`src/hw/rtl/quadtree_block_triangulation_assert.svh`:
```
// ----------------------------------------------------------------------------
// Quadtree block triangulation assertion macros
// Short forms for the concurrent checks used in the top level.
// ----------------------------------------------------------------------------
`ifndef QUADTREE_BLOCK_TRIANGULATION_ASSERT_SVH
`define QUADTREE_BLOCK_TRIANGULATION_ASSERT_SVH

// Same-cycle implication, disabled while reset is high.
`define QBT_ASSERT_IMPLY(name, clk, rst, ante, cons) \
   name: assert property (@(posedge clk) disable iff (rst) (ante) |-> (cons)) \
      else $error("qbt: same-cycle check failed");

// Next-cycle implication, disabled while reset is high.
`define QBT_ASSERT_NEXT(name, clk, rst, ante, cons) \
   name: assert property (@(posedge clk) disable iff (rst) (ante) |=> (cons)) \
      else $error("qbt: next-cycle check failed");

`endif

```
`src/hw/rtl/qbt_pkg.sv`:
```
// ----------------------------------------------------------------------------
// Quadtree block triangulation package
// Shared types, codes and helper functions of the triangulation block.
// ----------------------------------------------------------------------------
package qbt_pkg;

   localparam int unsigned DEF_MAX_LEVELS = 8;
   localparam int unsigned LEVEL_W        = 4;
   localparam int unsigned COORD_W        = 8;
   localparam int unsigned PROBE_W        = COORD_W + 1;
   localparam int unsigned VERT_W         = 15;

   localparam logic [LEVEL_W-1:0] LEVEL_RESET = 4'd8;
   localparam logic [LEVEL_W-1:0] LEVEL_MIN   = 4'd2;

   // Command codes.
   localparam logic [1:0] CMD_CLEAR = 2'd0;
   localparam logic [1:0] CMD_SET   = 2'd1;
   localparam logic [1:0] CMD_BLOCK = 2'd2;

   // Neighbor directions, also the order in which fan sides are emitted.
   localparam logic [1:0] DIR_UP    = 2'd0;
   localparam logic [1:0] DIR_DOWN  = 2'd1;
   localparam logic [1:0] DIR_LEFT  = 2'd2;
   localparam logic [1:0] DIR_RIGHT = 2'd3;

   // Point codes: upper two bits select min/mid/max row, lower two the column.
   localparam logic [3:0] PT_TL = 4'b0000;
   localparam logic [3:0] PT_TM = 4'b0001;
   localparam logic [3:0] PT_TR = 4'b0010;
   localparam logic [3:0] PT_ML = 4'b0100;
   localparam logic [3:0] PT_C  = 4'b0101;
   localparam logic [3:0] PT_MR = 4'b0110;
   localparam logic [3:0] PT_BL = 4'b1000;
   localparam logic [3:0] PT_BM = 4'b1001;
   localparam logic [3:0] PT_BR = 4'b1010;

   localparam logic [1:0] SEL_MIN = 2'd0;
   localparam logic [1:0] SEL_MID = 2'd1;

   typedef struct packed {
      logic [1:0]         cmd;
      logic [COORD_W-1:0] row_start;
      logic [COORD_W-1:0] col_start;
      logic [COORD_W-1:0] row_end;
      logic [COORD_W-1:0] col_end;
   } req_type;

   typedef struct packed {
      logic [VERT_W-1:0] vert_a;
      logic [VERT_W-1:0] vert_b;
      logic [VERT_W-1:0] vert_c;
      logic              last;
   } rsp_type;

   typedef struct packed {
      logic en;
      logic we;
      logic wdata;
   } mark_ctl_type;

   typedef struct packed {
      logic [COORD_W-1:0] imin;
      logic [COORD_W-1:0] imid;
      logic [COORD_W-1:0] imax;
      logic [COORD_W-1:0] jmin;
      logic [COORD_W-1:0] jmid;
      logic [COORD_W-1:0] jmax;
   } geom_type;

   typedef struct packed {
      logic [3:0] pa;
      logic [3:0] pb;
      logic [3:0] pc;
      logic       last;
   } tri_type;

   // Corner points of one triangle. In quad mode the half bit picks one of
   // the two diagonal triangles; otherwise dir is the fan side, split says
   // whether that side is cut at its midpoint and half picks the piece.
   function automatic tri_type tri_pick(input logic quad, input logic [1:0] dir,
                                        input logic split, input logic half);
      tri_type t;
      t = '{pa: PT_TL, pb: PT_BL, pc: PT_BR, last: 1'b0};
      if (quad) begin
         if (half) begin
            t.pb = PT_BR;
            t.pc = PT_TR;
         end
      end else begin
         case (dir)
            DIR_UP: begin
               if (!split) t = '{pa: PT_TL, pb: PT_C, pc: PT_TR, last: 1'b0};
               else if (!half) t = '{pa: PT_TL, pb: PT_C, pc: PT_TM, last: 1'b0};
               else t = '{pa: PT_TM, pb: PT_C, pc: PT_TR, last: 1'b0};
            end
            DIR_DOWN: begin
               if (!split) t = '{pa: PT_C, pb: PT_BL, pc: PT_BR, last: 1'b0};
               else if (!half) t = '{pa: PT_C, pb: PT_BL, pc: PT_BM, last: 1'b0};
               else t = '{pa: PT_C, pb: PT_BM, pc: PT_BR, last: 1'b0};
            end
            DIR_LEFT: begin
               if (!split) t = '{pa: PT_C, pb: PT_TL, pc: PT_BL, last: 1'b0};
               else if (!half) t = '{pa: PT_C, pb: PT_TL, pc: PT_ML, last: 1'b0};
               else t = '{pa: PT_C, pb: PT_ML, pc: PT_BL, last: 1'b0};
            end
            default: begin
               if (!split) t = '{pa: PT_C, pb: PT_BR, pc: PT_TR, last: 1'b0};
               else if (!half) t = '{pa: PT_C, pb: PT_MR, pc: PT_TR, last: 1'b0};
               else t = '{pa: PT_C, pb: PT_BR, pc: PT_MR, last: 1'b0};
            end
         endcase
      end
      return t;
   endfunction

   // Vertex index row * (2^sh + 1) + col, kept to the index width.
   function automatic logic [VERT_W-1:0] vert_index(input logic [COORD_W-1:0] r,
                                                    input logic [COORD_W-1:0] c,
                                                    input logic [LEVEL_W-1:0] sh);
      return (VERT_W'(r) << sh) + VERT_W'(r) + VERT_W'(c);
   endfunction

endpackage

```
`src/hw/rtl/qbt_vert_unit.sv`:
```
// ----------------------------------------------------------------------------
// Vertex index unit
// Turns a triangle's point codes into vertex indices and holds the result
// word in the output register until the receiver takes it.
// ----------------------------------------------------------------------------
module qbt_vert_unit (
   input  logic                          clock,
   input  logic                          reset,
   input  logic                          tri_load,
   input  qbt_pkg::tri_type              tri_in,
   input  qbt_pkg::geom_type             geom,
   input  logic [qbt_pkg::LEVEL_W-1:0]   vert_shift,
   input  logic                          rsp_ready,
   output logic                          rsp_valid,
   output qbt_pkg::rsp_type              rsp_data,
   output logic                          slot_free
);
   import qbt_pkg::*;

   logic    rsp_valid_ff, rsp_valid_in;
   rsp_type rsp_data_ff, rsp_data_in;

   function automatic logic [COORD_W-1:0] pt_row(input geom_type g, input logic [3:0] p);
      case (p[3:2])
         SEL_MIN: return g.imin;
         SEL_MID: return g.imid;
         default: return g.imax;
      endcase
   endfunction

   function automatic logic [COORD_W-1:0] pt_col(input geom_type g, input logic [3:0] p);
      case (p[1:0])
         SEL_MIN: return g.jmin;
         SEL_MID: return g.jmid;
         default: return g.jmax;
      endcase
   endfunction

   always_comb begin
      rsp_data_in.vert_a = vert_index(pt_row(geom, tri_in.pa), pt_col(geom, tri_in.pa),
                                      vert_shift);
      rsp_data_in.vert_b = vert_index(pt_row(geom, tri_in.pb), pt_col(geom, tri_in.pb),
                                      vert_shift);
      rsp_data_in.vert_c = vert_index(pt_row(geom, tri_in.pc), pt_col(geom, tri_in.pc),
                                      vert_shift);
      rsp_data_in.last   = tri_in.last;
   end

   always_comb begin
      rsp_valid_in = rsp_valid_ff;
      if (tri_load) begin
         rsp_valid_in = 1'b1;
      end else if (rsp_ready) begin
         rsp_valid_in = 1'b0;
      end
   end

   always_ff @(posedge clock) begin
      if (reset) begin
         rsp_valid_ff <= 1'b0;
      end else begin
         rsp_valid_ff <= rsp_valid_in;
      end
   end

   always_ff @(posedge clock) begin
      if (tri_load) begin
         rsp_data_ff <= rsp_data_in;
      end
   end

   assign slot_free = !rsp_valid_ff || rsp_ready;
   assign rsp_valid = rsp_valid_ff;
   assign rsp_data  = rsp_data_ff;

endmodule
```
`config.mk`:
```
export PLATFORM = sky130hd
export DESIGN_NAME = qbt_vert_unit
export DESIGN_NICKNAME = d
export VERILOG_FILES = /design/src/hw/rtl/quadtree_block_triangulation_assert.svh /design/src/hw/rtl/qbt_pkg.sv /design/src/hw/rtl/qbt_vert_unit.sv
export SDC_FILE = /design/constraint.sdc
export NUM_CORES = 1
export LEC_CHECK = 0
export ABC_CLOCK_PERIOD_IN_PS = 4400
export BUFFER_PORTS_ARGS = -buffer_cell sky130_fd_sc_hd__buf_2
export CORE_UTILIZATION = 57
export CTS_CLUSTER_DIAMETER = 40
export CTS_CLUSTER_SIZE = 40
export DETAILED_ROUTE_END_ITERATION = 16
export GPL_TIMING_DRIVEN = 0
export PLACE_DENSITY = 0.82
export SYNTH_ARGS = -nofsm -noshare
export SYNTH_HDL_FRONTEND = slang
export SYNTH_SLANG_ARGS = --single-unit
```
`constraint.sdc`:
```
create_clock -name clock -period 4.4 [get_ports clock]
set_clock_uncertainty 0.15 [all_clocks]
set_input_delay 0.22 -clock clock [delete_from_list [all_inputs] [get_ports clock]]
set_output_delay 0.22 -clock clock [all_outputs]
set_load 0.05 [all_outputs]
```
# Yosys cells after proc, flatten, opt, wreduce, memory -nomap -nowiden
# Index checks and enable logic that the tools add are counted.
# classes
n_addsub	6
n_eq_ne	6
n_shift	3
mux	8
reduce_logical	9
# ops
operator	n
$pmux W8 S2	6
$add A15 B8 Y15	6
$shl A8 B4 Y15	3
$eq A2 B1 Y1 const B	6
$logic_not A2 Y1	6
$mux W1	2
$reduce_bool A2 Y1	1
$logic_not A1 Y1	1
$logic_or A1 B1 Y1	1
# totals
regBits	47
inputBits	69
out_inout_bits	48
word_cells	37

# Depth between registers and ports, before layout
# Gate-level depths: netlist (run 1).
# depth
word_depth	5
mapped_depth	17

# Worst setup path before layout (run 1)
# OpenSTA, ideal clock, no wires.
# synth_timing
path_type	input port to flip-flop
startpoint	input port vert_shift[1] in the netlist's numbering
endpoint	register rsp_data_ff, in the netlist rsp_data[44], data pin
setup_time_ns	0.267
arrival_time_ns	3.684
t_required_ns	3.983
setup_slack_ns	0.299
path_stages	17
path_buffers	2
path_cell_list	buf_2 -> inv_4 -> buf_6 -> mux4_2 -> and2_1 -> a31oi_1 -> nor2_1 -> fa_1 -> inv_1 -> fa_1 -> nor2b_1 -> o21ai_0 -> a21boi_0 -> o21ai_0 -> a21oi_1 -> nor3b_1 -> xor2_1
# synth_lines
element	line	rtl
from (decl)	qbt_vert_unit.sv:12	input logic [qbt_pkg::LEVEL_W-1:0] vert_shift,
to (signal assigned)	qbt_vert_unit.sv:68	rsp_data_ff <= rsp_data_in;
to (decl)	qbt_vert_unit.sv:21	rsp_type rsp_data_ff, rsp_data_in;

==> impl_metrics.yaml, run 1 <==
status:
  status: "complete, no violations"
yosys:
  synth_seq_area_share_pct: 23.8
  synth-async-reset-ratio_pct: 0
  synth_area_leaders: "edfxtp_1 (24%), fa_1 (9.2%), mux4_2 (9.2%)"
  synth_top_area_share_pct: 23.5
  synthFlopType: "edfxtp_1"
  netlist_area_sq_mm: 0.00588
  syn_nets: 730
  ys_seq_elements: 47
  synth_edf_count: 46
  syn_area_per_cell_sq_um: 9.63
  yosysUniqueCellTypes: 58
  yosysTopAreaCell: "edfxtp_1"
  syn_inst: 610
  yosysWarnings: 0
sta:
  worst_pin_slew_ns: 1.09
  setup_violations: 0
  finalMaxSlewViolations: 0
  finalHoldViolCount: 0
  period_minus_slack_ns: 4.20
  fmax_ghz: 0.238
  tns_ns: 0
  min_period_over_period_pct: 95.5
  slew_headroom_pct: 27.2
clock_network:
  cts_buffers: 5
  cts.path.max_buffers: 2
  cts_tree: "yes"
  clk_pin_slew_ns: 0.10
  clock_sinks: 47
  cts_root_buf: "clkbuf_8"
  insertion_delay_ns: 0.31
  htree_levels: 2
grt:
  grt_pass1_vias: 5280
  grt_pass1_wl_um: 29000
  track_usage_pct: 35.1
  grt_overflow_total: 0
  antenna_found_initial: 0
  grt_start_max_net_pins: 48
layout:
  drive_above_1_share_pct: 27.8
  layout.nets: 848
  layout.cells.non_filler: 862
  syn_to_final_growth_pct: 15.3
  nFillCells: 796
  antenna_cells: 0
placement:
  placement.io_buffers: 108
  gp_congestion: 0.982
  place_hpwl_um: 15100
  post-place-cells: 851
floorplanning:
  die_h_um: 104
  initial_core_util_pct: 59.6
  fp.coreArea_sq_mm: 0.00986
  pin_count: 117
  fp.dieW_um: 104
  num_rows: 36
  die_area_sq_mm: 0.0107
setup_path:
  slowest_delay_ns: 0.57
  crit_required_ns: 4.32
  path_cells: "buf_2, inv_4, buf_6, mux4_2, and2_1, a31oi_2, nor2_1, fa_1, inv_1, fa_1, nor2b_1, o21ai_0, a21boi_1, o21ai_0, a21oi_2, nor3b_2, xor2_1"
  end_kind: "register"
  r2r_start: "rsp_valid"
  arrival_ns: 4.12
  crit_path_start_kind: "input port"
  critPathBufInv: 4
  crit_start: "vert_shift[1]"
  setup.worst_path.class: "input port to register"
  worst_path_max_delay_cell: "mux4_2"
  crit_family: "adder cells"
  cp_max_fo: 10
job:
  maxCapViolations: 0
power_and_ir_drop:
  total_power_uw: 2460
  power_density_mw_per_mm2: 362
  ir_worst_vdd_mv: 0.231
  leakage_uw: 0.00286
min_path:
  hp-class: "input port to register"
  holdCritStartpoint: "rsp_ready"
detailed_routing:
  wire_per_inst_um: 21.6
  via_per_inst: 6.40
  first_pass_iters: 6
  num_vias: 5519
  drt_iter0_drc: 514
  drtAntennaViolNets: 0
  drc: 0
  wl_um: 18600
## logic make-up (layout without fill, tap and decap cells)
group / Yosys count / after routing / share of synthesized area, %
mux: 100 / 100 / 23.4
buf+inv: 65 / 184 / 4.81
flops: 47 / 47 / 23.8
simple gates: 180 / 180 / 13.9
xor+xnor: 32 / 32 / 4.77
fa+ha+maj: 51 / 51 / 14.3
compound gates: 135 / 135 / 15.0
## through the flow
step / hold slack (ns) / area, sq um / worst slack (ns) / util, %
5_1_grt: 0.0582 / 6770 / -0.0255 / 68.7
4_1_cts: 0.0363 / 6730 / 0.00368 / 68.2
3_3_place_gp: 0.227 / 6580 / -0.688 / 66.7
3_5_place_dp: 0.237 / 6580 / -0.764 / 66.7
6_report: 0.0402 / 6770 / 0.199 / 68.7
2_1_floorplan: 0.139 / 5880 / 0.299 / -
## layer usage
| layer | GRT usage (%) | vias to the layer above | part of all wire [%] | wire length [um] |
|---|---|---|---|---|
| met1 | 46.4 | 2617 | 41 | 7540 |
| met3 | 5.16 | 53 | 8.7 | 1620 |
| met4 | 14.6 | 0 | 3.4 | 640 |
| met2 | 57.8 | 385 | 47 | 8810 |
| li1 | - | 2464 | - | - |
| met5 | 0 | - | 0 | 0 |
## final cells by class
type | instances | area (sq um) | share of cell area (%)
timing repair buffer | 113 | 583 | 8.61
multi-input combinational | 498 | 4220 | 62.3
clock inverter | 2 | 38.8 | 0.573
inverter | 34 | 134 | 1.98
clock buffer | 6 | 82.6 | 1.22
buffer | 29 | 149 | 2.20
tap | 133 | 166 | 2.46
sequential | 47 | 1400 | 20.7
## cell usage after synthesis (all sizes together), types with 2 or more instances
library cell / instances
and2: 6
a221oi: 3
nor2: 78
nor2b: 13
nand2: 44
xor2: 13
fa: 27
o21a: 7
o211ai: 6
nor3: 8
ha: 24
nand4: 2
a211oi: 4
o32ai: 3
nand3: 8
or3: 5
nor3b: 3
nand2b: 9
mux4: 24
inv: 34
buf: 15
o22ai: 2
a21boi: 2
clkbuf: 16
edfxtp: 46
o221ai: 4
mux2: 39
xnor2: 19
a21oi: 30
a31oi: 8
a21o: 5
o21ai: 40
a32oi: 2
o21bai: 2
o32a: 4
a22oi: 8
mux2i: 37
## flip-flops by register name, indices dropped and copies added, names as in the netlist
signal / flops
rsp_valid: 1
rsp_data: 46
## worst min-delay path: cells and delay by family
kind,cells,cell delay (ns)
AOI/OAI and AO/OA,1,0.07
and+or+nand+nor,1,0.10
buffers and inverters,1,0.07
## placed cells by master, fill, tap and decap left out, types with 7 or more instances in the layout
master,n
nand2b_1,9
a31oi_1,7
buf_2,119
o21a_1,7
o21ai_0,37
nor3_1,7
mux2_1,11
xnor2_1,19
xor2_1,13
nand2_1,44
mux2i_1,37
mux2_2,22
mux4_2,24
inv_1,32
nor2_1,78
clkbuf_1,12
edfxtp_1,46
nor2b_1,13
a22oi_1,8
ha_1,24
a21oi_1,27
fa_1,27
nand3_1,7
## final timing paths
path | to | slack [ns] | cells past startpoint
max reg2reg | rsp_valid | 3.63 | 2
min | rsp_valid | 0.04 | 3
max | rsp_data[44] | 0.20 | 17
min reg2reg | rsp_valid | 0.35 | 2
## power by group
part           switching, uW  leakage, uW  total, uW  internal (uW)
combinational            963      0.00234       1440            476
clock                    165    0.0000618        352            187
sequential              21.8     0.000456        664            643
## timing repair
item,in CTS,in global routing
setup endpoints to repair,6,8
setup buffers,0,3
pin swaps,0,1
hold buffers,2,0
hold endpoints to repair,2,0
gates resized for setup,1,12
Power figures use the tool's default switching activity.
==> run 2: changes to the inputs <==
Settings changed: MAX_ROUTING_LAYER set to met4.
==> run 2 against run 1 <==
  * Register-to-register slack improved by 0.02 ns
  * Global-route usage is 2.4 points higher
  * Final cell count shrank 0.12%
  * Non-clock buffer count fell by 1
  * Die area unchanged
  * Clock-buffer cell count down 1
  * Clock power is 5% lower
  * Via count up 2.5%
  * Final area about the same
  * Power rose by 0.18%
==> impl_metrics.yaml, run 2 (same netlist as run 1, synthesis figures left out) <==
status:
  status: "complete, no violations"
detailed_routing:
  drtAntennaViolNets: 0
  wire_per_inst_um: 22.5
  first_pass_iters: 6
  num_vias: 5657
  drt_iter0_drc: 465
  wl_um: 19400
  via_per_inst: 6.57
  drc: 0
clock_network:
  cts.path.max_buffers: 2
  cts_tree: "yes"
  htree_levels: 2
  clock_sinks: 47
  cts_buffers: 5
  insertion_delay_ns: 0.31
  cts_root_buf: "clkbuf_8"
  clk_pin_slew_ns: 0.10
grt:
  grt_pass1_vias: 5583
  grt_start_max_net_pins: 48
  antenna_found_initial: 0
  grt_pass1_wl_um: 30100
  grt_overflow_total: 0
  track_usage_pct: 37.5
setup_path:
  cp_max_fo: 10
  setup.worst_path.class: "input port to register"
  end_kind: "register"
  arrival_ns: 4.18
  crit_required_ns: 4.30
  crit_path_start_kind: "input port"
layout:
  syn_to_final_growth_pct: 15.2
  multi_input_area_sq_mm: 0.00422
  nFillCells: 782
  post-route-util_pct: 68.6
  layout_common_cells: "buf_2 (119), nor2_1 (78), edfxtp_1 (46)"
  antenna_cells: 0
  layout.nets: 847
  final_common_cell: "buf_2"
  largest_register_ff_count: 46
  seq_area_sq_mm: 0.00140
  drive_above_1_share_pct: 27.9
sta:
  min_period_over_period_pct: 97.3
  worst_pin_slew_ns: 1.07
  fmax_ghz: 0.234
  period_minus_slack_ns: 4.28
  slew_headroom_pct: 28.4
  finalHoldViolCount: 0
  finalMaxSlewViolations: 0
  setup_violations: 0
  fin_ws_ns: 0.118
placement:
  gp_congestion: 0.992
  placement.io_buffers: 108
  dp_slack_ns: -0.909
  place_hpwl_um: 15600
power_and_ir_drop:
  ir_worst_vdd_mv: 0.280
  leakage_uw: 0.00285
  power_density_mw_per_mm2: 363
floorplanning:
  die_h_um: 104
  initial_core_util_pct: 59.6
  die_area_sq_mm: 0.0107
  pin_count: 117
  num_rows: 36
  fp.coreArea_sq_mm: 0.00986
  fp.dieW_um: 104
min_path:
  hp-class: "input port to register"
job:
  maxCapViolations: 0
-- run 2: repair_timing --
item,4_1_cts,5_1_grt
resized for setup,3,14
setup buffers,1,1
setup endpoints to repair,11,12
hold endpoints to repair,2,0
hold buffers,2,0
pin swaps,0,2
-- run 2: metal layers --
| metal | wire (um) | vias to the layer above | GRT usage (%) | part of all wire [%] |
|---|---|---|---|---|
| li1 | - | 2474 | - | - |
| met1 | 7600 | 2726 | 46.5 | 39 |
| met2 | 9310 | 403 | 61.9 | 48 |
| met3 | 1770 | 54 | 5.98 | 9.2 |
| met4 | 673 | 0 | 14.0 | 3.5 |
| met5 | 0 | - | - | 0 |
-- run 2: final timing paths --
kind,from,to,slack (ns),cells past startpoint
worst min-delay path,rsp_ready,rsp_valid,0.03,3
worst max-delay path,vert_shift[1],rsp_data[44],0.12,17
worst min register to register,rsp_valid,rsp_valid,0.35,2
worst max register to register,rsp_valid,rsp_valid,3.65,2
-- run 2: where the power goes --
part,total [uW],internal (uW),switching [uW]
Combinational,1460,481,978
Clock,335,171,164
Sequential,665,642,22.4
-- run 2: per-stage QoR --
| stage | power [uW] | area, sq um | hold slack, ns | std cells | setup TNS (ns) |
|---|---|---|---|---|---|
| finish | 2460 | 6770 | 0.0329 | 861 | 0 |
| global route | 2580 | 6770 | 0.0469 | 861 | -0.0877 |
| CTS | 2430 | 6740 | 0.0391 | 861 | 0 |
| detailed placement | 2080 | 6580 | 0.236 | 851 | -6.53 |
| global placement | 2030 | 6580 | 0.227 | 851 | -4.02 |
| floorplan | 1740 | 5880 | 0.139 | 610 | 0 |
-- run 2: cell type report --
class | instances | share of cell area [%]
clock buffers | 5 | 1.02
inverters | 34 | 2.02
clock inverters | 3 | 0.684
well taps | 133 | 2.46
multi-input cells | 498 | 62.4
plain buffers | 29 | 2.20
repair buffers | 112 | 8.50
flip-flops and latches | 47 | 20.7
-- run 2: worst max-delay path, cell delays in order --
cell	delay, ns
buf_2	0.18
inv_6	0.15
buf_6	0.20
mux4_2	0.56
and2_1	0.20
a31oi_2	0.23
nor2_1	0.11
fa_1	0.57
inv_1	0.07
fa_1	0.45
nor2b_1	0.14
o21ai_0	0.12
a21boi_1	0.21
o21ai_1	0.14
a21oi_2	0.25
nor3b_2	0.28
xor2_1	0.11
==> run 3: changes to the inputs <==
Settings changed: CORE_UTILIZATION 57 to 58, CTS_BUF_LIST set to sky130_fd_sc_hd__clkbuf_2 sky130_fd_sc_hd__clkbuf_4 sky130_fd_sc_hd__clkbuf_8, PLACE_DENSITY 0.82 to 0.83.
==> run 3 against run 2 <==
  * Critical path type unchanged
  * Register-to-register slack about the same
  * Clock-buffer cell count increased by 1
  * Largest cell class unchanged
  * Flip-flop and latch count unchanged
  * Sequential share of layout area about the same
==> impl_metrics.yaml, run 3 (same netlist as run 1, synthesis figures left out) <==
sta:
  slew_headroom_pct: 28.6
  period_minus_slack_ns: 4.24
  setup_violations: 0
  tns_ns: 0
  min_period_over_period_pct: 96.4
  fmax_ghz: 0.236
  finalMaxSlewViolations: 0
  rsz0062_at_grt: "false"
  worst_pin_slew_ns: 1.07
  finalHoldViolCount: 0
  fin_ws_ns: 0.157
layout:
  syn_to_final_growth_pct: 15.0
  largest_register_ff_count: 46
  final_common_cell: "buf_2"
  layout.nets: 846
  layout_common_cells: "buf_2 (119), nor2_1 (78), edfxtp_1 (46)"
  antenna_cells: 0
  drive_above_1_share_pct: 27.5
  layout.cells.non_filler: 860
clock_network:
  insertion_delay_ns: 0.30
  cts_buffers: 5
  cts.path.max_buffers: 2
  clk_pin_slew_ns: 0.10
  htree_levels: 2
  cts_root_buf: "clkbuf_8"
  clock_sinks: 47
  cts_tree: "yes"
min_path:
  holdCritStartpoint: "rsp_ready"
  holdPathStages: 3
  hp-class: "input port to register"
  holdPathEnd: "rsp_valid"
power_and_ir_drop:
  ir_worst_vdd_mv: 0.252
  clkPwrFrac_pct: 14.2
  leakage_uw: 0.00285
  sw_frac_of_total_pct: 46.6
  total_power_uw: 2440
  internal-power_uw: 1310
  sequentialPowerShare_pct: 27.2
  power_density_mw_per_mm2: 362
  pwr-share-comb_pct: 58.6
  p_switching_uw: 1140
detailed_routing:
  wire_per_inst_um: 21.6
  via_per_inst: 6.40
  first_pass_iters: 5
  drtAntennaViolNets: 0
  wl_um: 18600
  drt_iter0_drc: 364
  drc: 0
  num_vias: 5501
setup_path:
  crit_path_start_kind: "input port"
  r2r_start: "rsp_valid"
  end_kind: "register"
  reg2regPathDepth: 2
  r2r_end: "rsp_valid"
  r2r_slack_ns: 3.66
  crit_required_ns: 4.31
  cp_max_fo: 8
  arrival_ns: 4.15
  setup.worst_path.class: "input port to register"
grt:
  grt_pass1_wl_um: 28800
  antenna_found_initial: 0
  grt_pass1_vias: 5404
  grt_overflow_total: 0
  grt_start_max_net_pins: 48
  track_usage_pct: 38.3
placement:
  placement.io_buffers: 108
  place_hpwl_um: 15000
  dp_slack_ns: -0.816
  post-place-cells: 851
  gp_congestion: 0.992
floorplanning:
  die_h_um: 103
  pin_count: 117
  die_area_sq_mm: 0.0105
  initial_core_util_pct: 59.8
  fp.dieW_um: 103
  fp.coreArea_sq_mm: 0.00982
  num_rows: 36
job:
  maxCapViolations: 0
status:
  status: "complete, no violations"
## run 3: power by group through the flow
stage               Clock, uW  Combinational, uW  Sequential (uW)
global route              365               1540              680
CTS                       351               1410              666
detailed placement          0               1400              676
finish                    346               1430              665
floorplan                   0                681             1060
global placement            0               1360              672
## run 3: worst max-delay path: stages
cell	delay, ns
buf_6	0.12
mux2_1	0.40
mux4_2	0.54
a22oi_1	0.38
nor2_1	0.14
fa_1	0.50
fa_1	0.48
a21o_1	0.17
a21oi_1	0.22
nor2b_1	0.08
o21a_1	0.20
o41ai_2	0.42
nor4_1	0.12
xor2_1	0.16
## run 3: final cells by class
type	count	area [sq um]
tap	133	166
buffer	29	149
clock buffer	6	82.6
multi-input combinational	498	4220
timing repair buffer	111	568
sequential	47	1400
clock inverter	2	38.8
inverter	34	136
fill	816	3060
## run 3: metal layers
metal  track usage (%)  part of all wire, %
met5                 -                    0
met4              17.1                  4.4
met3              5.29                  8.3
met2              62.6                   47
met1              47.4                   40
## run 3: per-stage QoR
stage | instance area [sq um] | hold slack, ns | utilization, %
floorplan | 5880 | 0.139 | -
finish | 6760 | 0.0592 | 68.8
CTS | 6740 | 0.0550 | 68.6
global placement | 6580 | 0.227 | 67.0
detailed placement | 6580 | 0.234 | 67.0
global route | 6760 | 0.0820 | 68.8
## run 3: worst max-delay path by stage
| stage | slack (ns) | endpoint | cells past startpoint | startpoint |
|---|---|---|---|---|
| after detailed placement | -0.82 | rsp_data[14] | 16 | vert_shift[2] |
| after CTS | 0.004 | rsp_data[44] | 17 | vert_shift[1] |
| after floorplan | 0.30 | rsp_data[44] | 17 | vert_shift[1] |
| after global placement | -0.80 | rsp_data[14] | 16 | vert_shift[2] |
| final | 0.16 | rsp_data[14] | 14 | tri_in[3] |
| after global routing | 0.001 | rsp_data[14] | 14 | tri_in[3] |
## run 3: timing repair
item / 4_1_cts / 5_1_grt
gates resized for setup: 2 / 12
endpoints found under the hold margin: 2 / 0
setup endpoints to repair: 7 / 8
hold buffers: 2 / 0
pin swaps: 0 / 1
buffers inserted: 1 / 0
